File: config.mk
export PLATFORM = sky130hd
export DESIGN_NAME = lidar_link_controller
export DESIGN_NICKNAME = d
export VERILOG_FILES = /design/src/design/llc_pkg.sv /design/src/design/lidar_link_controller.sv /design/src/design/llc_frame_gen.sv
export SDC_FILE = /design/constraint.sdc
export NUM_CORES = 1
export LEC_CHECK = 0
export BUFFER_PORTS_ARGS = -buffer_cell sky130_fd_sc_hd__buf_2
export CORE_UTILIZATION = 60
export CTS_BUF_LIST = sky130_fd_sc_hd__clkbuf_4
export CTS_CLUSTER_DIAMETER = 30
export DETAILED_ROUTE_END_ITERATION = 12
export PLACE_DENSITY_LB_ADDON = 0.05
export REMOVE_ABC_BUFFERS = 1
export SYNTH_ARGS = -nofsm -noshare
export SYNTH_HDL_FRONTEND = slang
export SYNTH_HIERARCHICAL = 1
export SYNTH_SLANG_ARGS = --single-unit
File: constraint.sdc
create_clock -name clk_i -period 5.6 [get_ports clk_i]
set_clock_uncertainty 0.2 [all_clocks]
set_input_delay 0.84 -clock clk_i [delete_from_list [all_inputs] [get_ports clk_i]]
set_output_delay 0.84 -clock clk_i [all_outputs]
set_load 0.01 [all_outputs]
File: src/design/llc_pkg.sv
// Shared types, codes and frame constants for the lidar link controller.
`default_nettype none

package llc_pkg;

  // Serial frame constants
  localparam logic [7:0] SYNC_BYTE   = 8'd165;
  localparam logic [7:0] PWM_OPCODE  = 8'd240;
  localparam logic [7:0] SCAN_OPCODE = 8'd32;
  localparam logic [7:0] STOP_OPCODE = 8'd37;
  localparam logic [7:0] PWM_LEN     = 8'd2;
  localparam logic [2:0] HEADER_LEN  = 3'd7;

  // Configuration register indexes
  localparam logic [2:0] REG_QUALITY_MIN  = 3'd0;
  localparam logic [2:0] REG_DISTANCE_MIN = 3'd1;
  localparam logic [2:0] REG_START_DELAY  = 3'd2;
  localparam logic [2:0] REG_STOP_DELAY   = 3'd3;
  localparam logic [2:0] REG_MOTOR_PWM    = 3'd4;

  localparam int unsigned CFG_W = 24;

  typedef enum logic [1:0] {
    CMD_TICK  = 2'd0,
    CMD_BYTE  = 2'd1,
    CMD_START = 2'd2,
    CMD_STOP  = 2'd3
  } llc_cmd_e;

  typedef enum logic [1:0] {
    KIND_TX   = 2'd0,
    KIND_DTR  = 2'd1,
    KIND_MEAS = 2'd2
  } llc_kind_e;

  typedef enum logic [1:0] {
    MODE_STOPPING = 2'd0,
    MODE_OFF      = 2'd1,
    MODE_STARTING = 2'd2,
    MODE_SCANNING = 2'd3
  } llc_mode_e;

  typedef enum logic [1:0] {
    REQ_NONE = 2'd0,
    REQ_SCAN = 2'd1,
    REQ_OFF  = 2'd2
  } llc_req_e;

  // Kinds of result burst one input item can cause
  typedef enum logic [2:0] {
    BURST_NONE,      // nothing
    BURST_START,     // DTR clear, PWM frame with configured duty
    BURST_PWM0,      // PWM frame with zero duty
    BURST_SCAN,      // scan frame
    BURST_STOP,      // stop frame, PWM frame with zero duty
    BURST_DTR_SET,   // DTR set
    BURST_MEAS       // one accepted measurement
  } llc_burst_e;

  typedef struct packed {
    llc_cmd_e    cmd;
    logic [7:0]  rx_byte;
  } llc_in_t;

  typedef struct packed {
    llc_kind_e          kind;
    logic [7:0]         tx_byte;
    logic               dtr_level;
    logic [5:0]         quality;
    logic signed [15:0] angle;
    logic [15:0]        distance;
    logic               last;
  } llc_out_t;

  // Burst descriptor handed from the mode logic to the frame generator
  typedef struct packed {
    llc_burst_e         burst;
    logic [15:0]        duty;
    logic [5:0]         quality;
    logic signed [15:0] angle;
    logic [15:0]        distance;
  } llc_burst_t;

  // Byte k of a set-PWM frame: sync, opcode, length, duty low, duty high, checksum
  function automatic logic [7:0] pwm_byte(input logic [2:0] k, input logic [15:0] duty);
    logic [7:0] b;
    case (k)
      3'd0:    b = SYNC_BYTE;
      3'd1:    b = PWM_OPCODE;
      3'd2:    b = PWM_LEN;
      3'd3:    b = duty[7:0];
      3'd4:    b = duty[15:8];
      default: b = SYNC_BYTE ^ PWM_OPCODE ^ PWM_LEN ^ duty[7:0] ^ duty[15:8];
    endcase
    return b;
  endfunction

endpackage

`default_nettype wire

File: src/design/lidar_link_controller.sv
// Top level of the lidar link controller: mode machine, sample decoder and result emitter.
//
//  Channel  | Direction | Handshake                 | Payload
//  ---------+-----------+---------------------------+-------------------------------
//  in       | to block  | in_valid_i / in_stall_o   | in_item_i  (cmd, rx_byte)
//  out      | from block| out_valid_o / out_stall_i | out_item_o (kind .. last)
//  cfg      | to block  | cfg_we_i                  | cfg_idx_i, cfg_data_i
//
// An input item is evaluated in the cycle it is accepted: mode, timer, header and
// sample counters update at that edge and the results it causes are captured as one
// burst descriptor. The emitter then drives one result per cycle from that descriptor
// into the output register while out_stall_i is low; the burst length, longest for a
// stop from scanning, sets the rate.
// A new item is taken while the last result of the previous burst still waits in the
// output register. Reset puts the block in stopping mode with no request pending.
`default_nettype none

module lidar_link_controller #(
  parameter int unsigned TIMER_BITS = 24
) (
  input  wire logic             clk_i,
  input  wire logic             rst_ni,
  input  wire logic             in_valid_i,
  output logic                  in_stall_o,
  input  wire llc_pkg::llc_in_t in_item_i,
  output logic                  out_valid_o,
  input  wire logic             out_stall_i,
  output llc_pkg::llc_out_t     out_item_o,
  input  wire logic             cfg_we_i,
  input  wire logic [2:0]       cfg_idx_i,
  input  wire logic [23:0]      cfg_data_i
);
  import llc_pkg::*;

  localparam int unsigned CmpW = (TIMER_BITS > CFG_W) ? TIMER_BITS : CFG_W;

  // Configuration registers
  logic [5:0]  quality_min_q;
  logic [15:0] distance_min_q;
  logic [23:0] start_delay_q;
  logic [23:0] stop_delay_q;
  logic [15:0] motor_pwm_q;

  // Control state
  llc_mode_e             mode_q, mode_d;
  llc_req_e              req_q, req_d;
  logic [TIMER_BITS-1:0] tick_q, tick_d, tick_inc;
  logic [2:0]            hdr_q, hdr_d;
  logic [2:0]            smp_q, smp_d;

  // Sample byte store
  logic [7:0] smp_mem_q [4];
  logic       smp_we;

  // Burst descriptor and emitter
  logic       desc_valid_q, desc_valid_d;
  llc_burst_t desc_q, desc_d;
  logic [2:0] idx_q, idx_d;
  llc_out_t   gen_item;
  logic       out_load;
  logic       out_valid_q;
  llc_out_t   out_item_q;

  logic in_acc;

  // Decoded sample
  logic [5:0]         dec_quality;
  logic [14:0]        dec_raw;
  logic signed [15:0] dec_angle;
  logic [15:0]        dec_distance;

  // ---------------------------------------------------------------------------
  // Configuration writes
  // ---------------------------------------------------------------------------
  always_ff @(posedge clk_i or negedge rst_ni) begin
    if (!rst_ni) begin
      quality_min_q  <= 6'd10;
      distance_min_q <= 16'd40;
      start_delay_q  <= 24'd1000;
      stop_delay_q   <= 24'd1000;
      motor_pwm_q    <= 16'd660;
    end else if (cfg_we_i) begin
      case (cfg_idx_i)
        REG_QUALITY_MIN:  quality_min_q  <= cfg_data_i[5:0];
        REG_DISTANCE_MIN: distance_min_q <= cfg_data_i[15:0];
        REG_START_DELAY:  start_delay_q  <= cfg_data_i;
        REG_STOP_DELAY:   stop_delay_q   <= cfg_data_i;
        REG_MOTOR_PWM:    motor_pwm_q    <= cfg_data_i[15:0];
        default: ;
      endcase
    end
  end

  // ---------------------------------------------------------------------------
  // Handshake: take a new item once the current burst hands over its last result
  // ---------------------------------------------------------------------------
  assign out_load   = desc_valid_q && (!out_valid_q || !out_stall_i);
  assign in_stall_o = desc_valid_q && !(out_load && gen_item.last);
  assign in_acc     = in_valid_i && !in_stall_o;

  // Decode the sample: quality, angle in 1/64 degree, distance in quarter mm
  assign dec_quality  = smp_mem_q[0][7:2];
  assign dec_raw      = {smp_mem_q[2], smp_mem_q[1][7:1]};
  assign dec_angle    = 16'sd23040 - $signed({1'b0, dec_raw});
  assign dec_distance = {in_item_i.rx_byte, smp_mem_q[3]};

  assign tick_inc = (&tick_q) ? tick_q : tick_q + 1'b1;

  // ---------------------------------------------------------------------------
  // Mode machine: next state and burst for the accepted item
  // ---------------------------------------------------------------------------
  always_comb begin
    mode_d         = mode_q;
    req_d          = req_q;
    tick_d         = tick_q;
    hdr_d          = hdr_q;
    smp_d          = smp_q;
    smp_we         = 1'b0;
    desc_d         = desc_q;
    desc_d.burst   = BURST_NONE;
    desc_d.duty    = '0;

    if (in_acc) begin
      // Apply the command first
      case (in_item_i.cmd)
        CMD_TICK:  tick_d = tick_inc;
        CMD_START: req_d  = REQ_SCAN;
        CMD_STOP:  req_d  = REQ_OFF;
        default: ;
      endcase

      case (mode_q)
        MODE_OFF: begin
          if (req_d == REQ_SCAN) begin
            desc_d.burst = BURST_START;
            desc_d.duty  = motor_pwm_q;
            tick_d       = '0;
            mode_d       = MODE_STARTING;
          end
        end
        MODE_STARTING: begin
          if (req_d == REQ_SCAN) begin
            if (CmpW'(tick_d) > CmpW'(start_delay_q)) begin
              hdr_d        = '0;
              smp_d        = '0;
              desc_d.burst = BURST_SCAN;
              mode_d       = MODE_SCANNING;
            end
          end else if (req_d == REQ_OFF) begin
            desc_d.burst = BURST_PWM0;
            tick_d       = '0;
            mode_d       = MODE_STOPPING;
          end
        end
        MODE_SCANNING: begin
          if (req_d == REQ_OFF) begin
            desc_d.burst = BURST_STOP;
            tick_d       = '0;
            mode_d       = MODE_STOPPING;
          end else if (in_item_i.cmd == CMD_BYTE) begin
            // Skip the header, store four sample bytes, decode on the fifth
            if (hdr_q < HEADER_LEN) begin
              hdr_d = hdr_q + 3'd1;
            end else if (smp_q < 3'd4) begin
              smp_we = 1'b1;
              smp_d  = smp_q + 3'd1;
            end else begin
              smp_d = '0;
              if (dec_quality >= quality_min_q && dec_distance >= distance_min_q) begin
                desc_d.burst    = BURST_MEAS;
                desc_d.quality  = dec_quality;
                desc_d.angle    = dec_angle;
                desc_d.distance = dec_distance;
              end
            end
          end
        end
        default: begin
          // Stopping: wait out the motor run-down, then raise DTR
          if (CmpW'(tick_d) > CmpW'(stop_delay_q)) begin
            desc_d.burst = BURST_DTR_SET;
            mode_d       = MODE_OFF;
          end
        end
      endcase
    end
  end

  always_ff @(posedge clk_i or negedge rst_ni) begin
    if (!rst_ni) begin
      mode_q <= MODE_STOPPING;
      req_q  <= REQ_NONE;
      tick_q <= '0;
      hdr_q  <= '0;
      smp_q  <= '0;
    end else begin
      mode_q <= mode_d;
      req_q  <= req_d;
      tick_q <= tick_d;
      hdr_q  <= hdr_d;
      smp_q  <= smp_d;
    end
  end

  always_ff @(posedge clk_i) begin
    if (smp_we) begin
      smp_mem_q[smp_q[1:0]] <= in_item_i.rx_byte;
    end
  end

  // ---------------------------------------------------------------------------
  // Burst descriptor: load on an accepted item, advance per emitted result
  // ---------------------------------------------------------------------------
  always_comb begin
    desc_valid_d = desc_valid_q;
    idx_d        = idx_q;
    if (out_load) begin
      idx_d = idx_q + 3'd1;
      if (gen_item.last) begin
        desc_valid_d = 1'b0;
      end
    end
    if (in_acc) begin
      desc_valid_d = (desc_d.burst != BURST_NONE);
      idx_d        = '0;
    end
  end

  always_ff @(posedge clk_i or negedge rst_ni) begin
    if (!rst_ni) begin
      desc_valid_q <= 1'b0;
      idx_q        <= '0;
    end else begin
      desc_valid_q <= desc_valid_d;
      idx_q        <= idx_d;
    end
  end

  always_ff @(posedge clk_i) begin
    if (in_acc) begin
      desc_q <= desc_d;
    end
  end

  llc_frame_gen u_frame_gen (
    .desc_i (desc_q),
    .idx_i  (idx_q),
    .item_o (gen_item)
  );

  // ---------------------------------------------------------------------------
  // Output register: hold while stalled, drop valid once taken with nothing behind
  // ---------------------------------------------------------------------------
  always_ff @(posedge clk_i or negedge rst_ni) begin
    if (!rst_ni) begin
      out_valid_q <= 1'b0;
    end else if (out_load) begin
      out_valid_q <= 1'b1;
    end else if (!out_stall_i) begin
      out_valid_q <= 1'b0;
    end
  end

  always_ff @(posedge clk_i) begin
    if (out_load) begin
      out_item_q <= gen_item;
    end
  end

  assign out_valid_o = out_valid_q;
  assign out_item_o  = out_item_q;

endmodule

`default_nettype wire

File: src/design/llc_frame_gen.sv
// Frame generator: turns a burst descriptor and a position into one result item.
`default_nettype none

module llc_frame_gen (
  input  llc_pkg::llc_burst_t desc_i,
  input  logic [2:0]          idx_i,
  output llc_pkg::llc_out_t   item_o
);
  import llc_pkg::*;

  logic [2:0] idx_m1;
  logic [2:0] idx_m2;

  assign idx_m1 = idx_i - 3'd1;
  assign idx_m2 = idx_i - 3'd2;

  always_comb begin
    item_o           = '0;
    item_o.kind      = KIND_TX;
    case (desc_i.burst)
      BURST_START: begin
        if (idx_i == 3'd0) begin
          item_o.kind      = KIND_DTR;
          item_o.dtr_level = 1'b0;
        end else begin
          item_o.tx_byte = pwm_byte(idx_m1, desc_i.duty);
        end
        item_o.last = (idx_i == 3'd6);
      end
      BURST_PWM0: begin
        item_o.tx_byte = pwm_byte(idx_i, desc_i.duty);
        item_o.last    = (idx_i == 3'd5);
      end
      BURST_SCAN: begin
        item_o.tx_byte = (idx_i == 3'd0) ? SYNC_BYTE : SCAN_OPCODE;
        item_o.last    = (idx_i == 3'd1);
      end
      BURST_STOP: begin
        if (idx_i == 3'd0) begin
          item_o.tx_byte = SYNC_BYTE;
        end else if (idx_i == 3'd1) begin
          item_o.tx_byte = STOP_OPCODE;
        end else begin
          item_o.tx_byte = pwm_byte(idx_m2, desc_i.duty);
        end
        item_o.last = (idx_i == 3'd7);
      end
      BURST_DTR_SET: begin
        item_o.kind      = KIND_DTR;
        item_o.dtr_level = 1'b1;
        item_o.last      = 1'b1;
      end
      BURST_MEAS: begin
        item_o.kind     = KIND_MEAS;
        item_o.quality  = desc_i.quality;
        item_o.angle    = desc_i.angle;
        item_o.distance = desc_i.distance;
        item_o.last     = 1'b1;
      end
      default: begin
        item_o.last = 1'b1;
      end
    endcase
  end

endmodule

`default_nettype wire
==> metrics.txt <==
outcome finished, violations left; failing checks design-rule violations; Lkg Pwr 6.37 nW; die span in y 152 um; core area 22000 sq um; nets 1482; vias in the first global route 9371; Gate power share 0.224; Detailed Place HPWL 20.2 mm; Worst Setup Start Kind flip-flop; Tcrit/Tclk final 0.807; fillers 1660; Worst path max stage delay 0.65 ns; GR Overflow Total 0; Flop pwr share 0.461; total negative setup slack 0 ns; all-layer global routing usage 0.259; worst IR drop on VDD 0.000199 V; register area share after synthesis 0.535; H-tree Lvls 3; clock network fraction of design power 0.315; root buffer cell clkbuf_4; Critical Path RT 5.96 ns; post-route ant nets 0; ys flop type edfxtp_1; Die Wd 152 um; maximum buffer depth of the clock tree 3; worst r2r path cells 13; Die ar. 23200 sq um; Setup CP Type reg2reg; final wirelength 29.0 mm; worst setup margin 1.08 ns; vias 9585; Worst-path clk slew 0.07 ns; synth unique cells 80; Initial Util 0.616; Area Overhead vs Synth 12.4%; clock latency on the worst-skew pair 0.68 ns; Sw Pwr 0.00171 W; Net Sw Frac 0.314; cell with the most instances on the worst path nand4_1; clk sinks 261; crit-path max FO 17; drt pass-1 iters 11; Cells on Worst Hold Path 3; # setup viols final 0; max-slew violation count 0; drt drc 7; synthesized area 13500 sq um; largest net degree at the start of global routing 67; Ports 94; YS warnings 6; worst slew pin tran 1.13 ns; Power Dens Cells 358 nW/um^2; RSZ-0062 raised after global routing no; Final Critical Period 4.52 ns; critical path, cell by cell and4_1 > nand4_1 > nor4_4 > nor2_2 > nand4_1 > xnor2_1 > ha_1 > nand4_1 > nor4_1 > nand3_1 > o211ai_1 > o22ai_1 > or4_1; TritonCTS clock tree built; Finished Core Util 0.693; layout cells sized above 1 0.225; share of the synthesized area in the top cell type 0.302; slew margin rel. 0.247; slowest stage cell, crit path nor4_1; max_cap viols 0; Yosys top cell by area edfxtp_1; WL/cell 17.1 um; Post-synth EDFFs 136; HP Class in2reg; antenna violations before repair 1; CTS Buf Count 72; Iteration-0 DRC Markers 508; Int Pwr 0.00373 W; Seq cells post-synth 261; Post-Syn Area per Cell 11.0 sq um; final hold vios 0; I/O Buffers 93; Worst Path Arrival 4.88 ns; WHS 0.184 ns; vias per inst 5.64; Synth area leaders edfxtp_1 (30%), dfrtp_1 (19%), ha_1 (7.6%), mux2_2 (3.9%), dfstp_2 (3.9%); gpl congestion 0.975; first-pass GRT wire length 47.0 mm; Critical Path End Type flip-flop; fmax 221 MHz; row count 54; pre-CTS setup slack 0.905 ns; Mapped Cells 1231; Post-synth ARST share 0.479; post_cts resized 0
## registers in the layout (all words and copies together), names as in the netlist
register / count
desc_q: 57
mode_q: 2
desc_valid_q: 1
smp_mem_q: 29
distance_min_q: 16
tick_q: 24
motor_pwm_q: 16
req_q: 2
idx_q: 3
out_item_o: 50
quality_min_q: 6
smp_q: 3
stop_delay_q: 24
start_delay_q: 24
out_valid_o: 1
hdr_q: 3
## power by group through the flow
stage	sequential [W]	clock, W	combinational, W
4_1_cts	0.00251	0.00177	0.00122
3_3_place_gp	0.00253	0	0.00119
3_5_place_dp	0.00254	0	0.00121
5_1_grt	0.00254	0.00187	0.00137
2_1_floorplan	0.00258	0	0.000744
6_report	0.00251	0.00171	0.00122
## cell usage after synthesis (4+ instances only)
cell type	n
xor2_1	11
and2_1	66
o21a_1	7
a221oi_1	7
o21ai_0	82
buf_2	18
and3_1	9
a2111oi_0	4
a22o_1	6
nor2b_1	8
mux2_2	47
o21ai_1	6
o2bb2ai_1	4
mux2i_1	14
clkbuf_1	28
a21oi_1	53
nand2b_1	18
nor3_2	4
dfstp_2	20
or3_1	9
and4_1	4
ha_1	82
o211ai_1	6
a211oi_1	5
edfxtp_1	136
buf_6	4
o31ai_1	14
nand2_1	132
xnor2_1	30
a31oi_1	18
a32oi_1	4
a22oi_1	4
o22ai_1	4
a21o_1	4
nand3_1	34
dfrtp_1	105
nor3_1	13
nor2_1	44
nand4_1	18
inv_1	88
## critical path, delay by kind of cell (launching register included)
family | cells | cell delay, ns
AO/OA/AOI/OAI | 2 | 0.34
XOR/XNOR | 1 | 0.21
adder cells (fa/ha/maj) | 1 | 0.30
flip-flops | 1 | 0.47
AND/OR/NAND/NOR | 9 | 2.88
## metal layers
metal,track usage,share of wire,vias up
met5,0,0,-
met4,0.149,0.041,0
met3,0.0421,0.040,82
met2,0.422,0.48,237
met1,0.331,0.44,4528
li1,-,-,4738
## cells in the final DEF (no fill, tap or decap), types with 5 or more instances in the layout
cell / synthesis / routed
nor2_1: 44 / 43
mux2_2: 47 / 47
mux2i_1: 14 / 14
o21a_1: 7 / 7
clkbuf_4: 0 / 103
nor2b_1: 8 / 8
nor3_1: 13 / 11
and2_1: 66 / 65
a21oi_1: 53 / 53
clkinv_1: 2 / 19
ha_1: 82 / 82
o21ai_1: 6 / 6
nand3_1: 34 / 34
clkinv_2: 0 / 5
a221oi_1: 7 / 7
xnor2_1: 30 / 30
nand2_1: 132 / 132
buf_2: 18 / 92
buf_4: 3 / 16
a31oi_1: 18 / 18
o31ai_1: 14 / 14
o211ai_1: 6 / 6
nand2b_1: 18 / 18
and3_1: 9 / 9
inv_1: 88 / 88
dfrtp_1: 105 / 105
nand4_1: 18 / 18
edfxtp_1: 136 / 136
or3_1: 9 / 9
dfstp_2: 20 / 20
a22o_1: 6 / 6
o21ai_0: 82 / 82
xor2_1: 11 / 11
a211oi_1: 5 / 5
nor3_2: 4 / 6
## layout make-up
type / count / area, sq um / share of cell area
Antenna cell: 1 / 2.50 / 0.000165
Clock buffer: 103 / 773 / 0.0508
Clock inverter: 30 / 179 / 0.0118
Inverter: 90 / 338 / 0.0222
Multi-Input combinational cell: 824 / 5740 / 0.377
Sequential cell: 261 / 7240 / 0.476
Tap cell: 280 / 350 / 0.0230
Timing Repair Buffer: 109 / 591 / 0.0388
## final timing paths
path	startpoint	to	slack (ns)
min	cfg_data_i[20]	start_delay_q[20]	0.18
max	tick_q[4]	desc_valid_q	1.08
max reg2reg	tick_q[4]	desc_valid_q	1.08
max in group asynchronous	rst_ni	distance_min_q[11]	3.68
min in group asynchronous	rst_ni	start_delay_q[20]	0.39
min reg2reg	smp_mem_q[3][7]	desc_q[7]	0.25
## through the flow
stage          total power [W]  std cells  area [sq um]
6_report               0.00544       1698         15200
5_1_grt                0.00577       1698         15200
4_1_cts                0.00550       1697         15200
3_5_place_dp           0.00376       1563         14200
3_3_place_gp           0.00372       1563         14200
2_1_floorplan          0.00333       1175         13300
## timing repair
item,CTS,global route
hold endpoints to repair,20,0
hold buffers,1,0
setup buffers,0,0
## logic make-up after synthesis
group	after synthesis	share of synthesized area
AND/OR/NAND/NOR	382	0.147
multiplexers	61	0.0495
flip-flops	261	0.535
adder cells (fa/ha/maj)	82	0.0758
XOR/XNOR	41	0.0265
buffers and inverters	146	0.0453
AO/OA/AOI/OAI	258	0.121
Power figures use the tool's default switching activity.
